**src/rtl/core/bpc_pkg.sv**
```systemverilog
`timescale 1ns / 1ps
// shared types and constants for the barometric compensation core
// no dependencies; imported by every module of the block

package bpc_pkg;

	// configuration register indexes
	typedef enum logic [2:0] {
		REG_C1   = 3'd0,
		REG_C2   = 3'd1,
		REG_C3   = 3'd2,
		REG_C4   = 3'd3,
		REG_C5   = 3'd4,
		REG_C6   = 3'd5,
		REG_VSHF = 3'd6
	} bpc_reg_t;

	localparam int RAW_W    = 24;
	localparam int CAL_W    = 16;
	localparam int DT_W     = 26;
	localparam int TEMP_W   = 19;
	localparam int PRES_W   = 32;
	localparam int CFG_IX_W = 3;

	// temperature offset in hundredths of a degree
	localparam logic signed [19:0] TEMP_BASE = 20'sd2000;

	// calibration set seen by the datapath
	typedef struct packed {
		logic [CAL_W-1:0] c1;
		logic [CAL_W-1:0] c2;
		logic [CAL_W-1:0] c3;
		logic [CAL_W-1:0] c4;
		logic [CAL_W-1:0] c5;
		logic [CAL_W-1:0] c6;
		logic             vshift;
	} bpc_cal_t;

	// one queued item: raw pressure and temperature difference
	typedef struct packed {
		logic [RAW_W-1:0]       d1;
		logic signed [DT_W-1:0] dt;
	} bpc_item_t;

endpackage

```
**src/rtl/core/bpc_front.sv**
```systemverilog
`timescale 1ns / 1ps
// front end: takes the raw sample pair and forms the temperature difference
// depends on bpc_pkg

module bpc_front (
	input  logic                                clk,
	input  logic                                arst_n,
	input  logic                                in_valid,
	output logic                                in_stall,
	input  logic [bpc_pkg::RAW_W-1:0]           raw_pressure,
	input  logic [bpc_pkg::RAW_W-1:0]           raw_temperature,
	input  logic [bpc_pkg::CAL_W-1:0]           ref_temp,
	output logic                                push,
	output bpc_pkg::bpc_item_t                  push_item,
	input  logic                                queue_full
);
	import bpc_pkg::*;

	logic      valid_s1;
	bpc_item_t item_s1;
	logic      take;
	logic signed [DT_W-1:0] dt;

	// difference to the reference temperature, c5 scaled by 256
	assign dt = $signed({2'b00, raw_temperature}) - $signed({2'b00, ref_temp, 8'h00});

	assign push     = valid_s1 && !queue_full;
	assign in_stall = valid_s1 && queue_full;
	assign take     = in_valid && !in_stall;
	assign push_item = item_s1;

	// holding register, refilled in the cycle it drains
	always_ff @(posedge clk or negedge arst_n) begin
		if (!arst_n) begin
			valid_s1 <= 1'b0;
		end else if (!in_stall) begin
			valid_s1 <= in_valid;
		end
	end

	always_ff @(posedge clk) begin
		if (take) begin
			item_s1.d1 <= raw_pressure;
			item_s1.dt <= dt;
		end
	end

endmodule

```
**config.mk**
```make
export PLATFORM = sky130hd
export DESIGN_NAME = bpc_front
export DESIGN_NICKNAME = d
export VERILOG_FILES = /design/src/rtl/core/bpc_pkg.sv /design/src/rtl/core/bpc_front.sv
export SDC_FILE = /design/constraint.sdc
export NUM_CORES = 1
export LEC_CHECK = 0
export BUFFER_PORTS_ARGS = -buffer_cell sky130_fd_sc_hd__clkbuf_2
export CORE_ASPECT_RATIO = 0.5
export CORE_MARGIN = 2
export CORE_UTILIZATION = 46
export CTS_CLUSTER_SIZE = 20
export DETAILED_ROUTE_END_ITERATION = 6
export GPL_ROUTABILITY_DRIVEN = 0
export PLACE_DENSITY = 0.8
export SLEW_MARGIN = 20
export SYNTH_ARGS = -nofsm -noshare
export SYNTH_HDL_FRONTEND = slang
export SYNTH_SLANG_ARGS = --single-unit
```
**constraint.sdc**
```tcl
create_clock -name clk -period 4.37 [get_ports clk]
set_clock_uncertainty 0.2 [all_clocks]
set_input_delay 0.874 -clock clk [delete_from_list [all_inputs] [get_ports clk]]
set_output_delay 0.874 -clock clk [all_outputs]
set_load 0.005 [all_outputs]
```
## After elaboration in Yosys (flattened, before gate mapping)

Cells that the tools add are included.

- Reduce and logical (&&, ||, !) cells: 5
- $add $sub $neg: 1

Operators by type and width:

| cell | count |
|---|---|
| subtractor 24 x 24 -> 25 bit | 1 |
| logical AND 1 bit | 3 |
| logical NOT 1 bit | 2 |

- Output and inout port bits: 52
- Register bits after elaboration: 51
- Logic and storage cells: 9

## Longest topological paths before layout

- Depth after elaboration: 3
- Gate-level depth with buffers: 8
- Mapped depth without buffers: 8

## Least setup slack after synthesis

No wires, ideal clock.

- Kind: in2reg
- Start: input port queue_full
- End: register item_s1 (netlist bit push_item[0]), enable pin
- Slack: 0.452 ns
- Required time: 3.708 ns
- Arrival time: 3.256 ns
- Cell stages on the path: 2
- Path buffers: 0
- Cells stage by stage: and2_1 nor2b_1

- Word-level cells in the longest chain between the ends: 3

RTL lines:

| what | RTL line | text |
|---|---|---|
| start, declared | bpc_front.sv:15 | `input logic queue_full` |
| logical AND 1 bit | bpc_front.sv:28 | `assign in_stall = valid_s1 && queue_full;` |
| logical NOT 1 bit | - |  |
| logical AND 1 bit | bpc_front.sv:29 | `assign take = in_valid && !in_stall;` |
| net take | bpc_front.sv:21 | `logic take;` |
| end, declared | bpc_front.sv:20 | `bpc_item_t item_s1;` |

The timed path passes the listed nets, and every way through them passes these cells.
A chain may end at the register's enable or synchronous reset.

## Worst setup path in the final report

- Start: input port raw_temperature[8] (netlist bit)
- End: register item_s1 (netlist bit push_item[24]) (data pin)

- Word-level cells in the longest chain between the ends: 1

RTL lines:

| what | RTL line | text |
|---|---|---|
| start, declared | bpc_front.sv:11 | `input logic [bpc_pkg::RAW_W-1:0] raw_temperature,` |
| subtractor 24 x 24 -> 25 bit | bpc_front.sv:25 | `assign dt = $signed({2'b00, raw_temperature}) - $signed({2'b00, ref_temp, 8'h00});` |
| net dt[24] | bpc_front.sv:22 | `logic signed [DT_W-1:0] dt;` |

The timed path passes the listed nets, and every way through them passes these cells.

==> summary.md <==
| Metric | Value |
|---|---|
| Highest net fanout along the worst path | 3 |
| Crit path DAT | approximately 2.8 ns |
| Count of final hold-check violations | 0 |
| Horiz. Die Dim | approximately 110 um |
| Number of input and output port buffers inserted | 119 |
| Number of pins exceeding their max-slew limit in the final report | 0 |
| Number of rows in the core area | 18 |
| Number of enable-type register cells in the synthesized netlist | approximately 50 |
| Resized Gates After CTS | 0 |
| Cell area after synthesis | 2440 um2 |
| Clock root cell | clkbuf_8 |
| Top flip-flop cell by instance count after synthesis | edfxtp_1 |
| Starting Density | 0.486 |
| Setup violators final | 0 |
| Max_cap viols | 0 |
| Worst-Skew Late Latency | 0.30 ns |
| Area leader, netlist | edfxtp_1 |
| Mapped Nets | about 270 |
| Unrepaired setup endpoints after global routing | no |
| Area share of the largest cell type after synthesis | 0.603 |
| R2R depth | 3 |
| Wirelength per Cell | 13.2 um |
| Pin count of the biggest net entering global routing | 31 |
| Power spent charging and discharging nets | around 0.00027 W |
| Least-Margin Pin Slew | 0.835 ns |
| Layout area overhead | 32.6% |
| Core region area | around 5000 um2 |
| Boundary Pins | 120 |
| Final global-route overflow total | 0 |
| Most area-consuming cells after synthesis | edfxtp_1 (60%), ha_1 (8.2%), inv_1 (3.7%), xnor2_1 (3.6%), a21o_1 (1.5%) |
| Achievable frequency | 338 MHz |
| Overall routed net length | 5.01 mm |
| Vias after detailed routing | between 1500 and 2000 |
| Count leader, synth | edfxtp_1 |
| Post-Syn Area per Cell | approximately 13 um2 |
| Cts hold-fix bufs | 0 |
| Proportion of power drawn by combinational gates | 0.194 |
| Clock Path Buffers | 2 |
| H-tree depth | 2 |
| Clock Pin Slew Worst Setup and Hold Paths | ~0.09 ns |
| Static leakage | 1.52 nW |
| FILL cells | 394 |
| Height of the die | 55.5 um |
| Fin nets | between 300 and 400 |
| Pre-Repair DR Iteration Count | 6 |
| Status | completed |
| Half-perimeter wire length after placement | 4.11 mm |
| Sequential group share of total power | 0.519 |
| Peak supply drop | 157 uV |
| Total Routing Usage GR | 0.175 |
| Count of yosys warnings during synthesis | 0 |
| Slew margin rel. | 0.442 |
| Global-route wire length before repair | ~8.2 mm |
| Worst setup path class | in -> reg |
| Total DRC errors in the routed layout | 0 |
| Sink Count | 50 |
| Number of buffers inserted by post-CTS setup repair | 0 |
| Antenna Violating Nets Remaining | 0 |
| Vias in the first global route | roughly 1800 |
| Count of different cell masters after synthesis | 46 |
| Power density of the placed cells | 348 nW/um2 |
| Instance count of the mapped netlist | between 150 and 200 |
| Starting DRT DRC Count | 69 |
| Int Pwr | 0.000850 W |
| Total negative setup slack | 0 ns |
| FF+latch count, synth | 50 |
| Clock tree from TritonCTS | yes |
| Top cells by count, synth | edfxtp_1 (49), inv_1 (24), ha_1 (16), xnor2_1 (10) |
| Antenna violations before repair | 0 |
| Area enclosed by the die boundary | 5940 um2 |
| Clock network fraction of total power | 0.287 |
| Total clock buffers created by CTS | 5 |
| Final period util | 0.678 |
| Path type of the worst min-delay path | in -> async |
| Minimum clock period | 2.96 ns |
| Required time at the worst-slack endpoint | 4.24 ns |
| Switching part of the total | 0.244 |
| Fraction of layout cells with a size suffix above 1 | 0.443 |
| Share of synthesized registers carrying an async set or reset | 0.0200 |
| Fraction of the yosys area taken by sequential cells | 0.614 |
| Worst setup EP type | register |
| Via/cell ratio | 4.89 |
| Kind of launch point of the worst setup path | primary input |
| Final antenna diode count | 0 |
| Minimum hold slack | between 0.1 and 0.15 ns |
[flip-flops by register name, indices dropped and copies added, names as in the netlist]
signal     flops
push_item     49
valid_s1       1
[area by class of cell]
class	count	area [um2]	share of cell area
clock buffer	5	68.8	0.0213
clock inverter	3	42.5	0.0132
inverter	24	90.1	0.0279
multi-input combinational	107	845	0.261
sequential	50	1500	0.463
tap	70	87.6	0.0271
timing repair buffer	120	603	0.187
[per-layer routing]
metal / up-vias / track usage / part of all wire
met4: 0 / 0.0705 / 0.018
met5: - / 0 / 0
li1: 924 / - / -
met3: 10 / 0.0319 / 0.051
met2: 64 / 0.306 / 0.51
met1: 857 / 0.216 / 0.42
[metrics by stage]
step           setup slack, ns  std cells  utilization  cell area (um2)  power (W)
2_1_floorplan            0.452        183            -             2440   0.000724
3_3_place_gp              1.13        371        0.622             3120   0.000806
3_5_place_dp              1.10        371        0.622             3120   0.000813
4_1_cts                   1.43        379        0.644             3230    0.00113
5_1_grt                   1.27        379        0.644             3230    0.00118
6_report                  1.41        379        0.644             3230    0.00112
[cell families after synthesis]
family / after synthesis / share of synthesized area
flops: 50 / 0.614
fa+ha+maj: 17 / 0.0903
compound gates: 38 / 0.124
simple gates: 41 / 0.0893
buf+inv: 26 / 0.0431
xor+xnor: 11 / 0.0395
[worst max-delay path, stage by stage]
cell and delay, ns:
clkbuf_2 0.07, inv_1 0.03, ha_1 0.22, fa_1 0.40, and2b_1 0.25, o2111ai_2 0.14, a211oi_1 0.41, nor3b_1 0.13
o31a_1 0.30
[final timing paths]
| kind | start | to | slack (ns) |
|---|---|---|---|
| min reg2reg | valid_s1 | valid_s1 | 0.50 |
| max reg2reg | valid_s1 | push_item[6] | 2.23 |
| min | arst_n | valid_s1 | 0.13 |
| max | raw_temperature[8] | push_item[24] | 1.41 |
| min in group clk | valid_s1 | valid_s1 | 0.50 |
| max in group asynchronous | arst_n | valid_s1 | 3.75 |
[power groups by stage]
| stage | sequential [W] | clock (W) | combinational [W] |
|---|---|---|---|
| after floorplan | 0.000600 | 0 | 0.000124 |
| after global placement | 0.000593 | 0 | 0.000213 |
| after detailed placement | 0.000595 | 0 | 0.000219 |
| after CTS | 0.000584 | 0.000329 | 0.000220 |
| after global routing | 0.000586 | 0.000351 | 0.000245 |
| final | 0.000583 | 0.000323 | 0.000218 |
[cells in the final DEF (no fill, tap or decap), types with 3 or more instances in the layout]
master    instances
nor3_1            3
clkbuf_2        119
inv_1            24
a21o_1            5
nor2b_1           4
edfxtp_1         49
a21oi_1           7
ha_1             16
nand3_1           4
nand2_1           8
nor2_1            8
xnor2_1          10
clkbuf_8          5
o21a_1            4
No activity file was read; power rests on OpenSTA's default activity.
