==> src/rtl/core/bpc_pkg.sv <==
`timescale 1ns / 1ps
// shared types and constants for the barometric compensation core
// no dependencies; imported by every module of the block

package bpc_pkg;

	// configuration register indexes
	typedef enum logic [2:0] {
		REG_C1   = 3'd0,
		REG_C2   = 3'd1,
		REG_C3   = 3'd2,
		REG_C4   = 3'd3,
		REG_C5   = 3'd4,
		REG_C6   = 3'd5,
		REG_VSHF = 3'd6
	} bpc_reg_t;

	localparam int RAW_W    = 24;
	localparam int CAL_W    = 16;
	localparam int DT_W     = 26;
	localparam int TEMP_W   = 19;
	localparam int PRES_W   = 32;
	localparam int CFG_IX_W = 3;

	// temperature offset in hundredths of a degree
	localparam logic signed [19:0] TEMP_BASE = 20'sd2000;

	// calibration set seen by the datapath
	typedef struct packed {
		logic [CAL_W-1:0] c1;
		logic [CAL_W-1:0] c2;
		logic [CAL_W-1:0] c3;
		logic [CAL_W-1:0] c4;
		logic [CAL_W-1:0] c5;
		logic [CAL_W-1:0] c6;
		logic             vshift;
	} bpc_cal_t;

	// one queued item: raw pressure and temperature difference
	typedef struct packed {
		logic [RAW_W-1:0]       d1;
		logic signed [DT_W-1:0] dt;
	} bpc_item_t;

endpackage

==> src/rtl/core/bpc_fifo.sv <==
`timescale 1ns / 1ps
// short queue between front end and arithmetic back end
// depends on bpc_pkg

module bpc_fifo #(
	parameter int DEPTH = 2
) (
	input  logic               clk,
	input  logic               arst_n,
	input  logic               push,
	input  bpc_pkg::bpc_item_t push_item,
	output logic               full,
	input  logic               pop,
	output logic               not_empty,
	output bpc_pkg::bpc_item_t pop_item
);
	import bpc_pkg::*;

	localparam int PTR_W = (DEPTH > 1) ? $clog2(DEPTH) : 1;
	localparam int CNT_W = $clog2(DEPTH + 1);
	localparam logic [PTR_W-1:0] LAST = PTR_W'(DEPTH - 1);
	localparam logic [CNT_W-1:0] FULL_CNT = CNT_W'(DEPTH);

	bpc_item_t        mem [DEPTH];
	logic [PTR_W-1:0] wr_ptr_q;
	logic [PTR_W-1:0] rd_ptr_q;
	logic [CNT_W-1:0] count_q;

	assign full      = (count_q == FULL_CNT);
	assign not_empty = (count_q != '0);
	assign pop_item  = mem[rd_ptr_q];

	// storage
	always_ff @(posedge clk) begin
		if (push) begin
			mem[wr_ptr_q] <= push_item;
		end
	end

	// pointers and fill count
	always_ff @(posedge clk or negedge arst_n) begin
		if (!arst_n) begin
			wr_ptr_q <= '0;
			rd_ptr_q <= '0;
			count_q  <= '0;
		end else begin
			if (push) begin
				wr_ptr_q <= (wr_ptr_q == LAST) ? '0 : wr_ptr_q + 1'b1;
			end
			if (pop) begin
				rd_ptr_q <= (rd_ptr_q == LAST) ? '0 : rd_ptr_q + 1'b1;
			end
			if (push && !pop) begin
				count_q <= count_q + 1'b1;
			end else if (pop && !push) begin
				count_q <= count_q - 1'b1;
			end
		end
	end

endmodule

==> config.mk <==
export PLATFORM = sky130hd
export DESIGN_NAME = bpc_fifo
export DESIGN_NICKNAME = d
export VERILOG_FILES = /design/src/rtl/core/bpc_pkg.sv /design/src/rtl/core/bpc_fifo.sv
export SDC_FILE = /design/constraint.sdc
export NUM_CORES = 1
export LEC_CHECK = 0
export ABC_AREA = 1
export BUFFER_PORTS_ARGS = -buffer_cell sky130_fd_sc_hd__buf_2
export CAP_MARGIN = 5
export CORE_MARGIN = 5
export CORE_UTILIZATION = 50
export DETAILED_ROUTE_END_ITERATION = 6
export PLACE_DENSITY = 0.85
export SYNTH_ARGS = -nofsm -noshare
export SYNTH_HDL_FRONTEND = slang
export SYNTH_SLANG_ARGS = --single-unit
==> constraint.sdc <==
create_clock -name clk -period 3.45 [get_ports clk]
set_clock_uncertainty 0.2 [all_clocks]
set_input_delay 0.1725 -clock clk [delete_from_list [all_inputs] [get_ports clk]]
set_output_delay 0.1725 -clock clk [all_outputs]
set_load 0.05 [all_outputs]
# Word level (Yosys, flattened, before mapping)
# Memory sizes are Yosys's and may differ from the RTL's.
# Cells that the tools add are included.
# word_totals
ff_bits,4
mem_bits_rw,100
input_bits,54
output_inout_bits,52
word_cells,21
memories,1
# mem_list
name,depth,word_bits,read_ports,rd_clocked_by_memory_dff,wr,line_no,source
mem,2,50,1,0,1,bpc_fifo.sv:24,bpc_item_t mem [DEPTH];
# op_classes
n_addsub,4
eq_ne,1
muxes,6
n_reduce_logical,6
# op_table
op,n
$mux W1,4
$mux W2,2
$reduce_bool A2 Y1,2
$add A1 B1 Y1 const B,2
$add A2 B1 Y2 const B,1
$eq A2 B2 Y1 const B,1
$logic_and A1 B1 Y1,2
$logic_not A1 Y1,2
$sub A2 B1 Y2 const B,1

# Depth between registers and ports, before layout
# Gate-level depths: netlist of the first run.
# logic_depth
word_depth,4
depth_mapped,7
ltp_nobuf,7

# Least setup slack after synthesis of the first run
# Ideal clock, no wire load.
# synth_path
kind,reg-to-reg
start,register wr_ptr_q
end,"memory mem[0][0] in the netlist's numbering, enable pin"
setup_time_ns,0.459
t_arrival_ns,2.508
t_required_ns,2.791
slack_ns,0.283
path_stages_with_launch,2
path_buffers,0
synth_period_minus_slack_ns,3.167
path_cell_list,dfrtp_1 -> nor2_1
# synth_lines
element,line_no,source
start: declaration,bpc_fifo.sv:25,logic [PTR_W-1:0] wr_ptr_q;
start signal: assignment,bpc_fifo.sv:48,wr_ptr_q <= (wr_ptr_q == LAST) ? '0 : wr_ptr_q + 1'b1;
end: declaration,bpc_fifo.sv:24,
# Straight into the memory's write port.

==> run metrics, run 1 <==
DIE WIDTH=between 100 and 150 um; reg2reg start=wr_ptr_q; EDFF count, synth=100; Post-Route WL=7.06 mm; I/O pin count=106; CTS tree=done; Setup Buffers After CTS=0; Initial Utilization=between 50 and 60%; latest clock arrival within the worst-skew pair=roughly 0.35 ns; worst-case clock buffer depth=2; async set or reset register ratio after synthesis=just under 4%; synthesized net count=236; hold_sp=count_q[1]; Cell variety after synth=14; Mapped Avg Cell Area=22.5 um^2; most frequent cells after synthesis=edfxtp_1, mux2_4, inv_1; Setup TNS=0 ns; Max Freq=0.413 GHz; Synth Flop Type=edfxtp_1; Root Driver=clkbuf_8; Critical Path RT=3.08 ns; max-capacitance violation count=0; Power Density=863 nW/um^2; CP Capture Type=output port; Final #Nets=401; Core Area=7810 um^2; Vias/cell=~4.7; initial antenna violation count=1; die outline height=100 um; largest net degree at the start of global routing=52; Die ar.=10000 um^2; Overall Global Routing Usage=14.7%; port bufs=around 110; aggregate global routing overflow=0; Leak=roughly 2.2 nW; Worst Tran Pin Value=1.06 ns; post-detail-place hpwl=about 4.3 mm; FILL cells=538; Critical Path Source Type=flip-flop; vias in the first global route=2304; routed via count=between 2k and 2.5k; # DRC=0; RSZ-0062 raised after global routing=no; critical path peak fanout=a little over 50; outcome=completed; #FFs+latches synth=between 100 and 150; Hold WC Path Type=reg -> reg; Reg clk slew, reported paths=0.09 ns; worst setup path start=rd_ptr_q; most frequent cell after synthesis=edfxtp_1; Worst VDD drop=0.559 mV; total CTS buffers=9; Util after Layout=68.9%; Yosys top cell area share=roughly three quarters; Final ANT Viol Nets=0; Period minus WS final=2.42 ns; First-pass DRT Iterations=4; layout cells sized above 1=49.0%; Mapped Cells=181; first-pass GRT wire length=11.1 mm; Sw Ratio=about two fifths; Placer Congestion=~0.67; Max-slew headroom=29.1%; Final period util=70.2%; Avg WL per Cell=roughly 16 um; Final Hold Fails=0; Seq/Total Area, Yosys=76.3%; Comb power frac=between 40% and 50%; Post-CTS Resized=0; Setup-failing EPs final=0; Psw=1.87 mW; register share of total power=41.1%; crit path DAT=2.05 ns; area leader, netlist=edfxtp_1; DR iter-0 viols=62; clk sinks=around 100; Post-Syn Area=4070 um^2; Rows=32; H-Tree Level Count=3; warnings from Yosys=0; Slew Limit Fails=0; Area Growth Syn to Fin=32.3%; synth top area cells=edfxtp_1, mux2_4, buf_12; Clk pwr share=16.9%; worst setup path class=reg -> out; Pint=2.77 mW; slack of the worst reg-to-reg path=around 1.5 ns
[final cells by class]
cell class	instances	area [um^2]	share of cell area, %
Tap cell	102	128	2.37
Multi-Input combinational cell	64	835	15.5
Sequential cell	104	3110	57.7
Timing Repair Buffer	160	1070	19.9
Inverter	7	26.3	0.488
Clock buffer	10	128	2.37
Clock inverter	6	83.8	1.56
Antenna cell	1	2.50	0.0465
[flip-flops by register name (all words and copies together), names as in the netlist]
register and cells:
count_q 2, mem 100, rd_ptr_q 1, wr_ptr_q 1
[power groups by stage]
stage          Sequential (mW)  Combinational, mW  Clock [mW]
3_3_place_gp              1.93               1.90           0
5_1_grt                   1.95               2.03       0.860
6_report                  1.91               1.95       0.785
2_1_floorplan             1.77               1.84           0
3_5_place_dp              1.95               1.92           0
4_1_cts                   1.92               1.97       0.806
[through the flow]
step	setup slack (ns)	hold WS [ns]	cells	total power, mW	area [um^2]
global route	0.918	0.327	454	4.84	5380
floorplan	0.283	-0.323	181	3.61	4070
CTS	0.987	0.280	453	4.69	5380
detailed placement	1.39	-0.209	383	3.86	4630
global placement	1.40	-0.218	383	3.83	4630
finish	1.03	0.286	454	4.64	5380
[cells in the final DEF (no fill, tap or decap)]
| cell | count |
|---|---|
| buf_2 | 105 |
| edfxtp_1 | 100 |
| dlygate4sd3_1 | 54 |
| mux2_4 | 49 |
| clkbuf_8 | 9 |
| inv_1 | 6 |
| nand2_1 | 6 |
| dfrtp_1 | 3 |
| xor2_1 | 2 |
| bufinv_16 | 2 |
| clkinv_1 | 2 |
| diode_2 | 1 |
| inv_2 | 1 |
| nor2_1 | 1 |
| nor2_4 | 1 |
| xnor2_1 | 1 |
| nand3_1 | 1 |
| nand4_1 | 1 |
| mux2_2 | 1 |
| ha_1 | 1 |
| clkinv_4 | 1 |
| clkbuf_1 | 1 |
| clkinvlp_4 | 1 |
| buf_4 | 1 |
| dfrtp_4 | 1 |
[per-layer routing]
layer  share of wire [%]  wire length [um]  global-route usage [%]  up-vias
met3                 6.1               433                    3.89       10
met1                  39              2780                    16.7     1038
met2                  53              3740                    26.0       69
met4                 1.4               101                    6.11        0
met5                   0                 0                       0        -
li1                    -                 -                       -     1026
[worst paths after layout]
kind	to	depth (start not counted)
hold reg to reg	count_q[1]	2
setup / recovery	pop_item[29]	2
setup reg to reg	mem[0][14]	2
max in group asynchronous	rd_ptr_q	3
min in group asynchronous	count_q[0]	3
hold / removal	count_q[1]	2
[worst max-delay path, stage by stage, from the launching register on]
cell and delay (ns):
dfrtp_4 1.05, mux2_2 0.41, buf_2 0.21
[logic make-up (layout without fill, tap and decap cells)]
| kind of cell | after synthesis | count (layout) | share of synthesized area [%] |
|---|---|---|---|
| xor+xnor | 3 | 3 | 0.646 |
| simple gates | 10 | 10 | 1.02 |
| other cells | 0 | 1 | 0 |
| mux | 50 | 50 | 18.4 |
| buf+inv | 13 | 183 | 3.38 |
| fa+ha+maj | 1 | 1 | 0.308 |
| flops | 104 | 104 | 76.3 |
[timing repair]
item	CTS	global route
hold endpoints to repair	106	0
endpoints found under the setup margin	0	0
hold buffers	54	0
Note: power is estimated with default switching activity, not from simulation.
==> run 2, diff against run 1 <==
--- a/config.mk
+++ b/config.mk
@@ -9,9 +9,9 @@
 export BUFFER_PORTS_ARGS = -buffer_cell sky130_fd_sc_hd__buf_2
 export CAP_MARGIN = 5
 export CORE_MARGIN = 5
-export CORE_UTILIZATION = 50
+export CORE_UTILIZATION = 47
 export DETAILED_ROUTE_END_ITERATION = 6
-export PLACE_DENSITY = 0.85
+export PLACE_DENSITY = 0.84
 export SYNTH_ARGS = -nofsm -noshare
 export SYNTH_HDL_FRONTEND = slang
 export SYNTH_SLANG_ARGS = --single-unit
==> constraint.sdc (replaced) <==
create_clock -name clk -period 2 [get_ports clk]
set_clock_uncertainty 0.2 [all_clocks]
set_input_delay 0.1 -clock clk [delete_from_list [all_inputs] [get_ports clk]]
set_output_delay 0.1 -clock clk [all_outputs]
set_load 0.05 [all_outputs]
==> run 2 against run 1 <==
Effect of this change: non-clock buffer count up 6; register-to-register slack worse by 0.86 ns; largest cell class unchanged; design area up 1.7%; worst setup slack worse by 0.96 ns; critical path depth up 1.
==> run metrics, run 2 (synthesis results as in run 1) <==
outcome=completed; diode count=0; Initial Utilization=47.3%; number of instances in the placed design=394; Overall Global Routing Usage=~14%; post-detail-place hpwl=4.52 mm; Critical Path RT=approximately 1.7 ns; Die ar.=10600 um^2; most frequent cells in the layout=buf_2, edfxtp_1, dlygate4sd3_1; Pint=between 4 and 5 mW; routed via count=2144; Comb power frac=46.7%; H-Tree Level Count=3; Clk pwr share=15.6%; Vias/cell=4.61; Largest register FFs=100; Slew Limit Fails=0; DR iter-0 viols=82; Post-Route WL=7.00 mm; Period minus WS final=1.93 ns; initial antenna violation count=0; layout cells sized above 1=50.4%; I/O pin count=106; DIE WIDTH=103 um; Psw=3.29 mW; crit path DAT=1.63 ns; register bank with the most flops=mem; Max-slew headroom=81.0%; Final Hold Fails=0; # DRC=0; clk sinks=104; Final ANT Viol Nets=0; first-pass GRT wire length=10.9 mm; CTS tree=done; total CTS buffers=9; biggest regs=mem (100), count_q (2); Avg WL per Cell=15.0 um; largest net degree at the start of global routing=51; Top Family by Delay on Critical Path=flip-flops; Max Freq=0.518 GHz; Hold WC Path Type=in -> reg; CP max-delay cell=dfrtp_4; port bufs=approximately 110; RSZ-0062 raised after global routing=no; Worst VDD drop=between 0.6 and 0.7 mV; Reg clk slew, reported paths=0.10 ns; CP Capture Type=output port; latest clock arrival within the worst-skew pair=roughly 0.35 ns; max-capacitance violation count=0; Core Area=between 8000 and 9000 um^2; Root Driver=clkbuf_8; worst setup path class=reg -> out; First-pass DRT Iterations=4; Final period util=96.5%; Sw Ratio=40.7%; vias in the first global route=2289; Rows=34; commonest non-fill, non-tap cell in the layout=buf_2; worst-case clock buffer depth=2; delay of the slowest critical-path stage=between 0.5 and 0.6 ns; Worst Tran Pin Value=0.285 ns; Final Non-Filler Cells=465; critical path, cell by cell=buf_12 -> mux2_4 -> buf_2; Placer Congestion=0.700; Leak=2.26 nW; Setup-failing EPs final=0; aggregate global routing overflow=0; register share of total power=37.7%; Critical Path Source Type=flip-flop; die outline height=about 100 um; critical path peak fanout=18; Power Density=approximately 1500 nW/um^2; Final #Nets=between 400 and 500; worst path bufs/invs=2; Setup TNS=0 ns; Area Growth Syn to Fin=34.5%
-- run 2: final timing paths --
path | depth (start not counted) | start | slack (ns) | end
setup / recovery | 3 | rd_ptr_q | 0.07 | pop_item[27]
hold / removal | 2 | push_item[5] | 0.26 | mem[0][5]
setup reg to reg | 2 | wr_ptr_q | 0.60 | mem[0][4]
hold reg to reg | 2 | count_q[1] | 0.29 | count_q[1]
max in group asynchronous | 3 | arst_n | 0.90 | rd_ptr_q
min in group asynchronous | 3 | arst_n | 0.48 | count_q[1]
-- run 2: power groups by stage --
stage / clock network [mW] / logic, mW / registers (mW)
detailed placement: 0 / 3.69 / 3.11
global placement: 0 / 3.67 / 3.07
CTS: 1.31 / 3.79 / 3.06
floorplan: 0 / 3.18 / 3.04
finish: 1.26 / 3.77 / 3.05
global route: 1.40 / 3.94 / 3.10
-- run 2: area by class of cell --
class,instances,area [um^2]
clock buffers,10,128
clock inverters,6,66.3
fillers,614,3120
inverters,7,26.3
multi-input cells,64,835
flip-flops and latches,104,3110
well taps,108,135
repair buffers,166,1180
-- run 2: layer usage --
layer / vias up / wire length (um) / GRT usage [%]
met1: 1040 / 2680 / 15.4
met4: 0 / 72 / 3.88
li1: 1035 / - / -
met5: - / 0 / 0
met3: 7 / 416 / 4.87
met2: 62 / 3830 / 25.3
-- run 2: metrics by stage --
step / setup slack [ns] / power [mW] / hold slack, ns / utilization, % / area [um^2]
finish: 0.0694 / 8.09 / 0.264 / 63.7 / 5470
global route: 0.00237 / 8.44 / 0.242 / 63.7 / 5470
CTS: 0.0205 / 8.15 / 0.239 / 63.6 / 5460
detailed placement: 0.358 / 6.80 / -0.270 / 55.0 / 4720
global placement: 0.384 / 6.75 / -0.267 / 55.0 / 4720
floorplan: -0.0480 / 6.22 / -0.396 / - / 4080
-- run 2: repair_timing --
item / CTS / global route
endpoints found under the hold margin: 107 / 0
buffers inserted: 0 / 1
setup endpoints to repair: 16 / 16
gates cloned: 0 / 0
pin swaps: 0 / 0
resized for setup: 1 / 1
hold buffers: 54 / 0
